==> config.mk <==
export PLATFORM = sky130hd
export DESIGN_NAME = tap_tempo_clock_rate_controller
export DESIGN_NICKNAME = d
export VERILOG_FILES = /design/src/rtl/core/ttcr_pkg.sv /design/src/rtl/core/ttcr_div.sv /design/src/rtl/core/ttcr_state.sv /design/src/rtl/core/tap_tempo_clock_rate_controller.sv
export SDC_FILE = /design/constraint.sdc
export NUM_CORES = 1
export LEC_CHECK = 0
export BUFFER_PORTS_ARGS = -buffer_cell sky130_fd_sc_hd__buf_2
export CORE_UTILIZATION = 58
export CTS_CLUSTER_DIAMETER = 50
export DETAILED_ROUTE_END_ITERATION = 12
export PLACE_DENSITY = 0.79
export REMOVE_ABC_BUFFERS = 1
export SLEW_MARGIN = 20
export SYNTH_ARGS = -nofsm -noshare
export SYNTH_HDL_FRONTEND = slang
export SYNTH_HIERARCHICAL = 1
export SYNTH_SLANG_ARGS = --single-unit
==> constraint.sdc <==
create_clock -name clock -period 5.85 [get_ports clock]
set_clock_uncertainty 0.15 [all_clocks]
set_input_delay 0.2925 -clock clock [delete_from_list [all_inputs] [get_ports clock]]
set_output_delay 0.2925 -clock clock [all_outputs]
set_load 0.005 [all_outputs]
==> src/rtl/core/ttcr_pkg.sv <==
package ttcr_pkg;

   // Field widths of the knob converter and the oscillator increment.
   localparam int ADC_BITS = 10;
   localparam int NCO_BITS = 20;

   // Widths of the configuration registers and of the internal values.
   localparam int CFG_W       = 20;
   localparam int DELAY_W     = 16;
   localparam int HYST_W      = 10;
   localparam int ACTION_W    = 3;
   localparam int CSR_INDEX_W = 3;
   localparam int LFO_W       = 8;
   localparam int LFO_MAG_W   = 7;
   localparam int DEBOUNCE_W  = 8;

   // The chorus product is |lfo| times depth, and the sum carries a sign.
   localparam int PROD_W = ADC_BITS + LFO_MAG_W;
   localparam int SUM_W  = ((PROD_W > CFG_W) ? PROD_W : CFG_W) + 2;
   localparam int KNOB_W = ((ADC_BITS > HYST_W) ? ADC_BITS : HYST_W) + 1;

   // Event codes carried in the action field.
   localparam logic [ACTION_W-1:0] ACT_TICK        = 3'd0;
   localparam logic [ACTION_W-1:0] ACT_BUTTON      = 3'd1;
   localparam logic [ACTION_W-1:0] ACT_DELAY_KNOB  = 3'd2;
   localparam logic [ACTION_W-1:0] ACT_CHORUS_KNOB = 3'd3;
   localparam logic [ACTION_W-1:0] ACT_LFO_TICK    = 3'd4;

   // Configuration register indexes.
   localparam logic [CSR_INDEX_W-1:0] CSR_RATE_NUMERATOR  = 3'd0;
   localparam logic [CSR_INDEX_W-1:0] CSR_INCREMENT_MIN   = 3'd1;
   localparam logic [CSR_INDEX_W-1:0] CSR_INCREMENT_MAX   = 3'd2;
   localparam logic [CSR_INDEX_W-1:0] CSR_TAP_LIMIT       = 3'd3;
   localparam logic [CSR_INDEX_W-1:0] CSR_KNOB_OFFSET     = 3'd4;
   localparam logic [CSR_INDEX_W-1:0] CSR_KNOB_HYSTERESIS = 3'd5;

   // Debounce pattern: upper nibble forced high, a press edge reads 0xF3.
   localparam logic [DEBOUNCE_W-1:0] DEBOUNCE_MASK = 8'hF0;
   localparam logic [DEBOUNCE_W-1:0] DEBOUNCE_EDGE = 8'hF3;

   // Triangle LFO turning points in hundredths, and the scale of the depth.
   localparam logic signed [LFO_W-1:0] LFO_PEAK   = 8'sd100;
   localparam logic signed [LFO_W-1:0] LFO_TROUGH = -8'sd100;
   localparam logic [LFO_MAG_W-1:0]    LFO_SCALE  = 7'd100;

   typedef struct packed {
      logic [ACTION_W-1:0] action;
      logic                button_level;
      logic [ADC_BITS-1:0] adc_value;
   } ttcr_req_type;

   typedef struct packed {
      logic [NCO_BITS-1:0] phase_step;
      logic [DELAY_W-1:0]  delay_value;
      logic                in_tap_mode;
      logic                edge_seen;
   } ttcr_rsp_type;

   typedef struct packed {
      logic [CFG_W-1:0]   rate_numerator;
      logic [CFG_W-1:0]   increment_min;
      logic [CFG_W-1:0]   increment_max;
      logic [DELAY_W-1:0] tap_limit;
      logic [DELAY_W-1:0] knob_offset;
      logic [HYST_W-1:0]  knob_hysteresis;
   } ttcr_cfg_type;

   // State of the event logic as seen by the increment datapath.
   typedef struct packed {
      logic [DELAY_W-1:0]   delay_value;
      logic                 tap_active;
      logic                 edge_seen;
      logic                 lfo_negative;
      logic [LFO_MAG_W-1:0] lfo_magnitude;
      logic [ADC_BITS-1:0]  chorus_depth;
   } ttcr_status_type;

   localparam ttcr_cfg_type CFG_RESET = '{
      rate_numerator:  20'd520223,
      increment_min:   20'd450,
      increment_max:   20'd18000,
      tap_limit:       16'd5000,
      knob_offset:     16'd542,
      knob_hysteresis: 10'd5
   };

endpackage

==> src/rtl/core/ttcr_div.sv <==
module ttcr_div #(
   parameter int NUM_W = 20,
   parameter int DEN_W = 16
) (
   input  logic             clock,
   input  logic             reset,
   input  logic             start,
   input  logic [NUM_W-1:0] numer,
   input  logic [DEN_W-1:0] denom,
   output logic             done,
   output logic [NUM_W-1:0] quotient
);

   localparam int CNT_W = $clog2(NUM_W + 1);

   logic [NUM_W-1:0] quo_ff;
   logic [NUM_W-1:0] quo_in;
   logic [DEN_W-1:0] rem_ff;
   logic [DEN_W-1:0] rem_in;
   logic [DEN_W-1:0] den_ff;
   logic [CNT_W-1:0] count_ff;
   logic             active_ff;
   logic [DEN_W:0]   trial;
   logic [DEN_W:0]   diff;
   logic             fits;

   // One restoring step: bring in the next dividend bit, subtract if it fits.
   // The dividend shifts out of the top of quo_ff while quotient bits enter
   // at the bottom.
   always_comb begin
      trial  = {rem_ff, quo_ff[NUM_W-1]};
      diff   = trial - {1'b0, den_ff};
      fits   = (trial >= {1'b0, den_ff});
      rem_in = fits ? diff[DEN_W-1:0] : trial[DEN_W-1:0];
      quo_in = {quo_ff[NUM_W-2:0], fits};
   end

   // Step counter: one quotient bit per cycle.
   always_ff @(posedge clock) begin
      if (reset) begin
         active_ff <= 1'b0;
         count_ff  <= '0;
      end else if (start) begin
         active_ff <= 1'b1;
         count_ff  <= CNT_W'(NUM_W);
      end else if (active_ff) begin
         count_ff <= count_ff - 1'b1;
         if (count_ff == CNT_W'(1)) begin
            active_ff <= 1'b0;
         end
      end
   end

   // Shift registers of the dividend, remainder and quotient.
   always_ff @(posedge clock) begin
      if (start) begin
         quo_ff <= numer;
         rem_ff <= '0;
         den_ff <= denom;
      end else if (active_ff) begin
         quo_ff <= quo_in;
         rem_ff <= rem_in;
      end
   end

   assign done     = ~active_ff;
   assign quotient = quo_ff;

endmodule

==> src/rtl/core/ttcr_state.sv <==
module ttcr_state (
   input  logic                     clock,
   input  logic                     reset,
   input  logic                     accept,
   input  ttcr_pkg::ttcr_req_type   req_data,
   input  ttcr_pkg::ttcr_cfg_type   cfg,
   output ttcr_pkg::ttcr_status_type status
);

   import ttcr_pkg::*;

   logic [DEBOUNCE_W-1:0]   debounce_ff, debounce_in;
   logic [DELAY_W-1:0]      tap_timer_ff, tap_timer_in;
   logic [DELAY_W-1:0]      prev_interval_ff, prev_interval_in;
   logic                    tap_active_ff, tap_active_in;
   logic [DELAY_W-1:0]      delay_ff, delay_in;
   logic [ADC_BITS-1:0]     prev_knob_ff, prev_knob_in;
   logic [ADC_BITS-1:0]     depth_ff, depth_in;
   logic signed [LFO_W-1:0] lfo_ff, lfo_in;
   logic                    lfo_falling_ff, lfo_falling_in;
   logic                    edge_ff, edge_in;

   logic [DEBOUNCE_W-1:0]   shift_next;
   logic [DELAY_W:0]        interval_sum;
   logic [DELAY_W-1:0]      interval_avg;
   logic [KNOB_W-1:0]       adc_wide;
   logic [KNOB_W-1:0]       prev_wide;
   logic [KNOB_W-1:0]       hyst_wide;
   logic                    knob_moved;
   logic [DELAY_W-1:0]      knob_half;
   logic [DELAY_W-1:0]      knob_delay;
   logic signed [LFO_W-1:0] lfo_step;
   logic [LFO_W-1:0]        lfo_abs;

   // Helper values shared by the event cases.
   always_comb begin
      shift_next   = {debounce_ff[DEBOUNCE_W-2:0], ~req_data.button_level} | DEBOUNCE_MASK;
      interval_sum = {1'b0, tap_timer_ff} + {1'b0, prev_interval_ff};
      interval_avg = interval_sum[DELAY_W:1];

      // Knob hysteresis is compared one bit wider so that nothing wraps.
      adc_wide   = KNOB_W'(req_data.adc_value);
      prev_wide  = KNOB_W'(prev_knob_ff);
      hyst_wide  = KNOB_W'(cfg.knob_hysteresis);
      knob_moved = (adc_wide >= prev_wide + hyst_wide) ||
                   (adc_wide + hyst_wide <= prev_wide);

      // Delay from the knob floors at zero.
      knob_half  = DELAY_W'(req_data.adc_value >> 1);
      knob_delay = (cfg.knob_offset < knob_half) ? '0 : cfg.knob_offset - knob_half;

      lfo_step = lfo_falling_ff ? lfo_ff - 8'sd1 : lfo_ff + 8'sd1;
   end

   // Next state for one transaction.
   always_comb begin
      debounce_in      = debounce_ff;
      tap_timer_in     = tap_timer_ff;
      prev_interval_in = prev_interval_ff;
      tap_active_in    = tap_active_ff;
      delay_in         = delay_ff;
      prev_knob_in     = prev_knob_ff;
      depth_in         = depth_ff;
      lfo_in           = lfo_ff;
      lfo_falling_in   = lfo_falling_ff;
      edge_in          = 1'b0;

      case (req_data.action)
         ACT_TICK: begin
            // The tap timer saturates rather than wrapping.
            if (tap_timer_ff != '1) begin
               tap_timer_in = tap_timer_ff + 1'b1;
            end
         end
         ACT_BUTTON: begin
            debounce_in = shift_next;
            if (shift_next == DEBOUNCE_EDGE) begin
               edge_in = 1'b1;
               if (!tap_active_ff) begin
                  tap_timer_in     = '0;
                  prev_interval_in = '0;
                  tap_active_in    = 1'b1;
               end else if (interval_avg > cfg.tap_limit) begin
                  tap_active_in = 1'b0;
               end else begin
                  prev_interval_in = tap_timer_ff;
                  tap_timer_in     = '0;
                  delay_in         = interval_avg;
               end
            end
         end
         ACT_DELAY_KNOB: begin
            if (!tap_active_ff) begin
               delay_in = knob_delay;
            end else if (knob_moved) begin
               tap_active_in = 1'b0;
               delay_in      = knob_delay;
            end
            prev_knob_in = req_data.adc_value;
         end
         ACT_CHORUS_KNOB: begin
            depth_in = req_data.adc_value;
         end
         ACT_LFO_TICK: begin
            lfo_in = lfo_step;
            if (lfo_step >= LFO_PEAK) begin
               lfo_falling_in = 1'b1;
            end else if (lfo_step <= LFO_TROUGH) begin
               lfo_falling_in = 1'b0;
            end
         end
         default: begin
         end
      endcase
   end

   // State registers change only when a transaction is accepted.
   always_ff @(posedge clock) begin
      if (reset) begin
         debounce_ff      <= '0;
         tap_timer_ff     <= '0;
         prev_interval_ff <= '0;
         tap_active_ff    <= 1'b0;
         delay_ff         <= '0;
         prev_knob_ff     <= '0;
         depth_ff         <= '0;
         lfo_ff           <= '0;
         lfo_falling_ff   <= 1'b0;
         edge_ff          <= 1'b0;
      end else if (accept) begin
         debounce_ff      <= debounce_in;
         tap_timer_ff     <= tap_timer_in;
         prev_interval_ff <= prev_interval_in;
         tap_active_ff    <= tap_active_in;
         delay_ff         <= delay_in;
         prev_knob_ff     <= prev_knob_in;
         depth_ff         <= depth_in;
         lfo_ff           <= lfo_in;
         lfo_falling_ff   <= lfo_falling_in;
         edge_ff          <= edge_in;
      end
   end

   // The LFO leaves as sign and magnitude for the unsigned chorus product.
   assign lfo_abs = lfo_ff[LFO_W-1] ? LFO_W'(-lfo_ff) : LFO_W'(lfo_ff);

   assign status.delay_value   = delay_ff;
   assign status.tap_active    = tap_active_ff;
   assign status.edge_seen     = edge_ff;
   assign status.lfo_negative  = lfo_ff[LFO_W-1];
   assign status.lfo_magnitude = lfo_abs[LFO_MAG_W-1:0];
   assign status.chorus_depth  = depth_ff;

endmodule

==> src/rtl/core/tap_tempo_clock_rate_controller.sv <==
// Channel   Handshake             Payload
// req       req_valid/req_ready   req_data: action, button_level, adc_value
// rsp       rsp_valid/rsp_ready   rsp_data: phase_step, delay_value, in_tap_mode, edge_seen
// csr       csr_write_en          csr_index, csr_write_data (write only, no wait)
//
// Each transaction runs from acceptance through S_LOAD, S_DIV, S_SUM and S_OUT
// to a loaded result; the next one is accepted only once the block is back in
// S_IDLE. The divide step is set by the bit-serial divider that forms
// rate_numerator / delay, one quotient bit per cycle; the chorus term is
// divided by 100 in a second serial divider running alongside.
// Reset is synchronous; it clears the event state and loads the register
// defaults. A stalled result holds in the output register, and the block
// takes the next transaction while it waits.
module tap_tempo_clock_rate_controller (
   input  logic                               clock,
   input  logic                               reset,
   input  logic                               req_valid,
   output logic                               req_ready,
   input  ttcr_pkg::ttcr_req_type             req_data,
   output logic                               rsp_valid,
   input  logic                               rsp_ready,
   output ttcr_pkg::ttcr_rsp_type             rsp_data,
   input  logic                               csr_write_en,
   input  logic [ttcr_pkg::CSR_INDEX_W-1:0]   csr_index,
   input  logic [ttcr_pkg::CFG_W-1:0]         csr_write_data
);

   import ttcr_pkg::*;

   localparam logic [2:0] S_IDLE = 3'd0;
   localparam logic [2:0] S_LOAD = 3'd1;
   localparam logic [2:0] S_DIV  = 3'd2;
   localparam logic [2:0] S_SUM  = 3'd3;
   localparam logic [2:0] S_OUT  = 3'd4;

   ttcr_cfg_type    cfg_ff;
   ttcr_status_type status;
   logic [2:0]      state_ff, state_in;
   logic            accept;
   logic            div_start;
   logic            rate_done;
   logic            chorus_done;
   logic [CFG_W-1:0]  rate_quo;
   logic [PROD_W-1:0] chorus_prod;
   logic [PROD_W-1:0] chorus_quo;
   logic [CFG_W-1:0]  base_inc;
   logic signed [SUM_W-1:0] sum_ff, sum_in;
   logic signed [SUM_W-1:0] min_wide;
   logic signed [SUM_W-1:0] max_wide;
   logic [CFG_W-1:0]  clamped;
   logic            out_free;
   logic            rsp_valid_ff;
   ttcr_rsp_type    rsp_data_ff;

   // Configuration registers.
   always_ff @(posedge clock) begin
      if (reset) begin
         cfg_ff <= CFG_RESET;
      end else if (csr_write_en) begin
         case (csr_index)
            CSR_RATE_NUMERATOR:  cfg_ff.rate_numerator  <= csr_write_data;
            CSR_INCREMENT_MIN:   cfg_ff.increment_min   <= csr_write_data;
            CSR_INCREMENT_MAX:   cfg_ff.increment_max   <= csr_write_data;
            CSR_TAP_LIMIT:       cfg_ff.tap_limit       <= csr_write_data[DELAY_W-1:0];
            CSR_KNOB_OFFSET:     cfg_ff.knob_offset     <= csr_write_data[DELAY_W-1:0];
            CSR_KNOB_HYSTERESIS: cfg_ff.knob_hysteresis <= csr_write_data[HYST_W-1:0];
            default: begin
            end
         endcase
      end
   end

   assign req_ready = (state_ff == S_IDLE);
   assign accept    = req_valid & req_ready;
   assign div_start = (state_ff == S_LOAD);
   assign out_free  = ~rsp_valid_ff | rsp_ready;

   // Event state: debounce, tap timing, knobs and LFO.
   ttcr_state u_state (
      .clock    (clock),
      .reset    (reset),
      .accept   (accept),
      .req_data (req_data),
      .cfg      (cfg_ff),
      .status   (status)
   );

   // Rate quotient: numerator over the delay time.
   ttcr_div #(
      .NUM_W (CFG_W),
      .DEN_W (DELAY_W)
   ) u_rate_div (
      .clock    (clock),
      .reset    (reset),
      .start    (div_start),
      .numer    (cfg_ff.rate_numerator),
      .denom    (status.delay_value),
      .done     (rate_done),
      .quotient (rate_quo)
   );

   // Chorus term: |lfo| * depth / 100, sign restored afterwards.
   assign chorus_prod = PROD_W'(status.lfo_magnitude) * PROD_W'(status.chorus_depth);

   ttcr_div #(
      .NUM_W (PROD_W),
      .DEN_W (LFO_MAG_W)
   ) u_chorus_div (
      .clock    (clock),
      .reset    (reset),
      .start    (div_start),
      .numer    (chorus_prod),
      .denom    (LFO_SCALE),
      .done     (chorus_done),
      .quotient (chorus_quo)
   );

   // Signed sum of the base increment and the chorus term; zero delay uses the maximum.
   always_comb begin
      base_inc = (status.delay_value == '0) ? cfg_ff.increment_max : rate_quo;
      if (status.lfo_negative) begin
         sum_in = SUM_W'(base_inc) - SUM_W'(chorus_quo);
      end else begin
         sum_in = SUM_W'(base_inc) + SUM_W'(chorus_quo);
      end
   end

   // Clamp: raise to the minimum first, then the maximum wins.
   always_comb begin
      min_wide = SUM_W'(cfg_ff.increment_min);
      max_wide = SUM_W'(cfg_ff.increment_max);
      if (sum_ff > max_wide) begin
         clamped = cfg_ff.increment_max;
      end else if (sum_ff < min_wide) begin
         clamped = (min_wide > max_wide) ? cfg_ff.increment_max : cfg_ff.increment_min;
      end else begin
         clamped = sum_ff[CFG_W-1:0];
      end
   end

   // Sequencer for one transaction.
   always_comb begin
      state_in = state_ff;
      case (state_ff)
         S_IDLE: begin
            if (accept) begin
               state_in = S_LOAD;
            end
         end
         S_LOAD: state_in = S_DIV;
         S_DIV: begin
            if (rate_done && chorus_done) begin
               state_in = S_SUM;
            end
         end
         S_SUM: state_in = S_OUT;
         S_OUT: begin
            if (out_free) begin
               state_in = S_IDLE;
            end
         end
         default: state_in = S_IDLE;
      endcase
   end

   always_ff @(posedge clock) begin
      if (reset) begin
         state_ff <= S_IDLE;
      end else begin
         state_ff <= state_in;
      end
   end

   always_ff @(posedge clock) begin
      if (state_ff == S_SUM) begin
         sum_ff <= sum_in;
      end
   end

   // Output register parts the result channel from the datapath.
   always_ff @(posedge clock) begin
      if (reset) begin
         rsp_valid_ff <= 1'b0;
      end else if (state_ff == S_OUT && out_free) begin
         rsp_valid_ff <= 1'b1;
      end else if (rsp_ready) begin
         rsp_valid_ff <= 1'b0;
      end
   end

   always_ff @(posedge clock) begin
      if (state_ff == S_OUT && out_free) begin
         rsp_data_ff.phase_step  <= NCO_BITS'(clamped);
         rsp_data_ff.delay_value <= status.delay_value;
         rsp_data_ff.in_tap_mode <= status.tap_active;
         rsp_data_ff.edge_seen   <= status.edge_seen;
      end
   end

   assign rsp_valid = rsp_valid_ff;
   assign rsp_data  = rsp_data_ff;

endmodule

==> metrics list <==
- Outcome: complete, no violations
- Area share of the largest cell type after synthesis: 18.7%
* Kind of start point of the critical path: flip-flop
* Combinational group share of total power: between 20 and 30%
- The mapped netlist covers between 0.02 and 0.025 mm².
* NumNets Final: 3,150
- Along the worst path, the maximum fanout reaches 6.
* Minimum hold slack: around 17 ps
* Fraction of layout cells with a size suffix above 1: 10.0%
* Fmax: between 0.15 and 0.2 GHz
- Number of global-route vias before repair: 19.9k
- In the routed design, unresolved DRC markers number 0.
- For flop-to-flop paths, the worst setup slack is between 200 and 250 ps.
- Average cell area after synthesis: ~9 µm²
- At the pin with the least slew margin, the transition time is 1080 ps.
- In the finished design, the share of the clock period the worst path needs comes to 96.3%.
- Yosys reg bits: 343
* Cell chain of the critical path: or3_1 -> o31ai_2 -> xnor2_1 -> buf_4 -> and2_1 -> fa_1 -> fa_1 -> fa_1 -> inv_1 -> fa_1 -> inv_1 -> ha_2 -> a21o_1 -> a21oi_1 -> a31oi_2 -> or4b_2 -> nand3_1 -> mux2_2
- In the post-synthesis netlist, the biggest area contributors are sky130_fd_sc_hd__dfxtp_1 (19%), sky130_fd_sc_hd__edfxtp_1 (15%), sky130_fd_sc_hd__ha_1 (13%), sky130_fd_sc_hd__nand2_1 (6.2%), sky130_fd_sc_hd__a21oi_1 (5.2%).
* Final std cells w/o fill: 3,383
* Maximum number of pins on one net before global-route repair: 74
- GRT Overall Usage: between 20 and 30%
- In this run, placement finished with an instance count of 3,265.
- Half-perimeter wire length of the detailed placement result: 46.7 mm
- The initial utilization of the core area, before any placement, comes to 58.7%.
* Number of synthesized flops with an enable pin: 120
- Most frequent cells after synthesis: sky130_fd_sc_hd__nand2_1 (393), sky130_fd_sc_hd__a21oi_1 (247), sky130_fd_sc_hd__ha_1 (245), sky130_fd_sc_hd__inv_1 (228), sky130_fd_sc_hd__dfxtp_1 (223)
- Max stage delay cell, worst path: sky130_fd_sc_hd__or4b_2
* Clock-pin slew reported for the worst setup and hold paths after clock tree synthesis: around 60 ps
- The tool flagged a number of max-cap violations equal to 0.
- In the final routed layout, each cell accounts on average for 18.8 µm.
* Drt via density: 6.14
- Once layout is complete, the utilization of the core stands at 65.5%.
* Worst path arrival time: 5930 ps
- Total power for the finished layout comes to approximately 8000 µW.
* Number of antenna violations at the first check in global routing: 2
- In the post-synthesis netlist, the cell with the most instances is sky130_fd_sc_hd__nand2_1.
* Leading register cell type out of synthesis: sky130_fd_sc_hd__dfxtp_1
- Max-slew headroom at the worst pin: 27.3%
- Clock latency on the worst-skew pair, taken at its later pin, is 600 ps.
- Peak VDD IR: 0.000237 V
* Total gr overflow: 0
- Width of the die: 205 µm
* Tmin final: ~5600 ps
- The root buffer cell chosen for the clock tree is sky130_fd_sc_hd__clkbuf_16.
- The Yosys step of the flow raised 6 warnings.
- Summed over all cells, the static leakage comes to roughly 0.011 µW.
- Measured along the y axis, the die boundary spans 205 µm.
- Setup violations remaining at the end of the flow were counted as 0.
- Pins over their slew limit: 0
- Most used cell, CP: sky130_fd_sc_hd__fa_1
- In this run the tool buffered the top-level ports with 81 buffer cells.
- Int Power: 5240 µW
- Counting both buffers and inverters, the worst setup path holds a total of 3.
* Synth cell types: 104
- Total CTS buffers: 43
- For the worst setup path, the data required time is 6150 ps.
- TritonCTS built the clock tree.
- Remaining antenna violation count: 0
- The die covers 0.0421 mm².
* Number of cell rows: 74
- The congestion estimate from routability-driven global placement came to 0.953.
- The path class of the tightest hold or removal check is in2reg.
* Core ar.: 0.0407 mm²
- Sequential element share of the synthesized area: 33.7%
* Num ports: 82
* Iteration-0 DRC Markers: approximately 1.6k
- First drt pass iteration count: 6
- CTS Buffer Depth: 3
- Async set-or-reset flop fraction in the synthesized netlist: 0%
* Power density normalized to cell area: between 200 and 300 mW/mm²
- Part of the power in registers: 36.5%
- The clock drives 343 sinks.
- The biggest area contributor in the post-synthesis netlist is sky130_fd_sc_hd__dfxtp_1.
* Net switching fraction of the power: roughly a third
- Number of failing hold endpoints at the final stage: 0
- Synthesis-to-finish area growth: 11.5%
- CP endpoint kind: flip-flop
- Max incr delay on CP: between 600 and 700 ps
* Category of cells accounting for the largest share of critical-path delay: adder cells
- Total via count in the routed design: 20.8k
- TNS Setup: 0 ps
- The critical path in this run is classified as reg2reg.
- The first global-routing pass estimated a little over 100 mm of wire.
- Power dissipated by switching net loads: between 2000 and 3000 µW
* Post-synthesis instance total: 2,726
- Total wire length: roughly 64 mm
- Clock power share: 33.9%
- # H-tree levels: 2
-- worst paths after layout --
check / start / to / depth (start not counted)
setup reg to reg: u_state/lfo_ff[1] / u_chorus_div/quotient[15] / 18
hold / removal: csr_index[0] / cfg_ff[87] / 4
hold reg to reg: u_state/prev_interval_ff[7] / u_state/prev_interval_ff[7] / 2
setup / recovery: u_state/lfo_ff[1] / u_chorus_div/quotient[15] / 18
-- power groups by stage --
stage                     combinational, µW  clock (µW)  sequential (µW)
after global routing                   2600        2830             2920
final                                  2360        2690             2900
after global placement                 2190           0             2940
after CTS                              2320        2720             2900
after floorplan                        1720           0             2890
after detailed placement               2270           0             2950
-- worst reg2reg max path, delay by kind of cell (launching register included) --
kind                     cells  cell delay (ps)
adder cells (fa/ha/maj)      5             2360
AND/OR/NAND/NOR              4             1270
AO/OA/AOI/OAI                4              770
flip-flops                   1              340
buffers and inverters        3              270
XOR/XNOR                     1              180
multiplexers                 1              150
-- placed cells by master, fill, tap and decap left out, types with 71 or more instances in the layout --
master | Yosys | routed
sky130_fd_sc_hd__nand2_1 | 393 | 393
sky130_fd_sc_hd__a21oi_1 | 247 | 246
sky130_fd_sc_hd__ha_1 | 245 | 243
sky130_fd_sc_hd__inv_1 | 228 | 227
sky130_fd_sc_hd__dfxtp_1 | 223 | 223
sky130_fd_sc_hd__nor2_1 | 137 | 135
sky130_fd_sc_hd__edfxtp_1 | 120 | 120
sky130_fd_sc_hd__o21ai_0 | 103 | 102
sky130_fd_sc_hd__buf_2 | 5 | 80
sky130_fd_sc_hd__xnor2_1 | 72 | 71
-- flip-flops by register name (all words and copies together), names as in the netlist, 3 cells and up --
name	count
cfg_ff	102
rsp_data	38
sum_ff	22
u_rate_div/quotient	20
u_chorus_div/quotient	17
u_rate_div/den_ff	16
u_rate_div/rem_ff	16
u_state/delay_ff	16
u_state/prev_interval_ff	16
u_state/tap_timer_ff	16
u_state/depth_ff	10
u_state/prev_knob_ff	10
u_state/lfo_ff	8
u_chorus_div/den_ff	7
u_chorus_div/rem_ff	7
u_chorus_div/count_ff	5
u_rate_div/count_ff	5
state_ff	3
u_state/debounce_ff	3
-- cell type report --
cell class / count / area, µm²
multi-input cells: 2048 / 14600
fillers: 3243 / 14100
flip-flops and latches: 343 / 8070
clock buffers: 52 / 1140
repair buffers: 150 / 1010
inverters: 229 / 860
well taps: 532 / 666
clock inverters: 28 / 317
diodes: 1 / 2.50
-- routing by layer --
metal | global-route usage (%) | routed length, µm | up-vias
met5 | 0 | 18 | -
met4 | 11.4 | 2170 | 4
met3 | 5.70 | 4610 | 148
met2 | 48.8 | 29300 | 770
met1 | 38.9 | 27500 | 9974
li1 | - | - | 9884
-- kinds of logic after synthesis --
| group | synth area share (%) |
|---|---|
| compound gates | 19.1 |
| buf+inv | 5.62 |
| flops | 33.7 |
| mux | 2.64 |
| other cells | 0.0314 |
| xor+xnor | 3.73 |
| simple gates | 18.4 |
| fa+ha+maj | 16.8 |
-- timing repair --
action | in CTS | in global routing
setup endpoints to repair | 0 | 5
hold buffers | 34 | 0
buffers inserted | 0 | 3
endpoints found under the hold margin | 129 | 0
resized for setup | 0 | 10
-- per-stage QoR --
stage | instance area, µm² | setup WS (ps)
floorplan | 23500 | -3010
global placement | 24800 | 204
detailed placement | 24800 | 66.6
CTS | 26600 | 37.7
global route | 26700 | -40.8
finish | 26700 | 218
(Power assumes the default switching activity.)
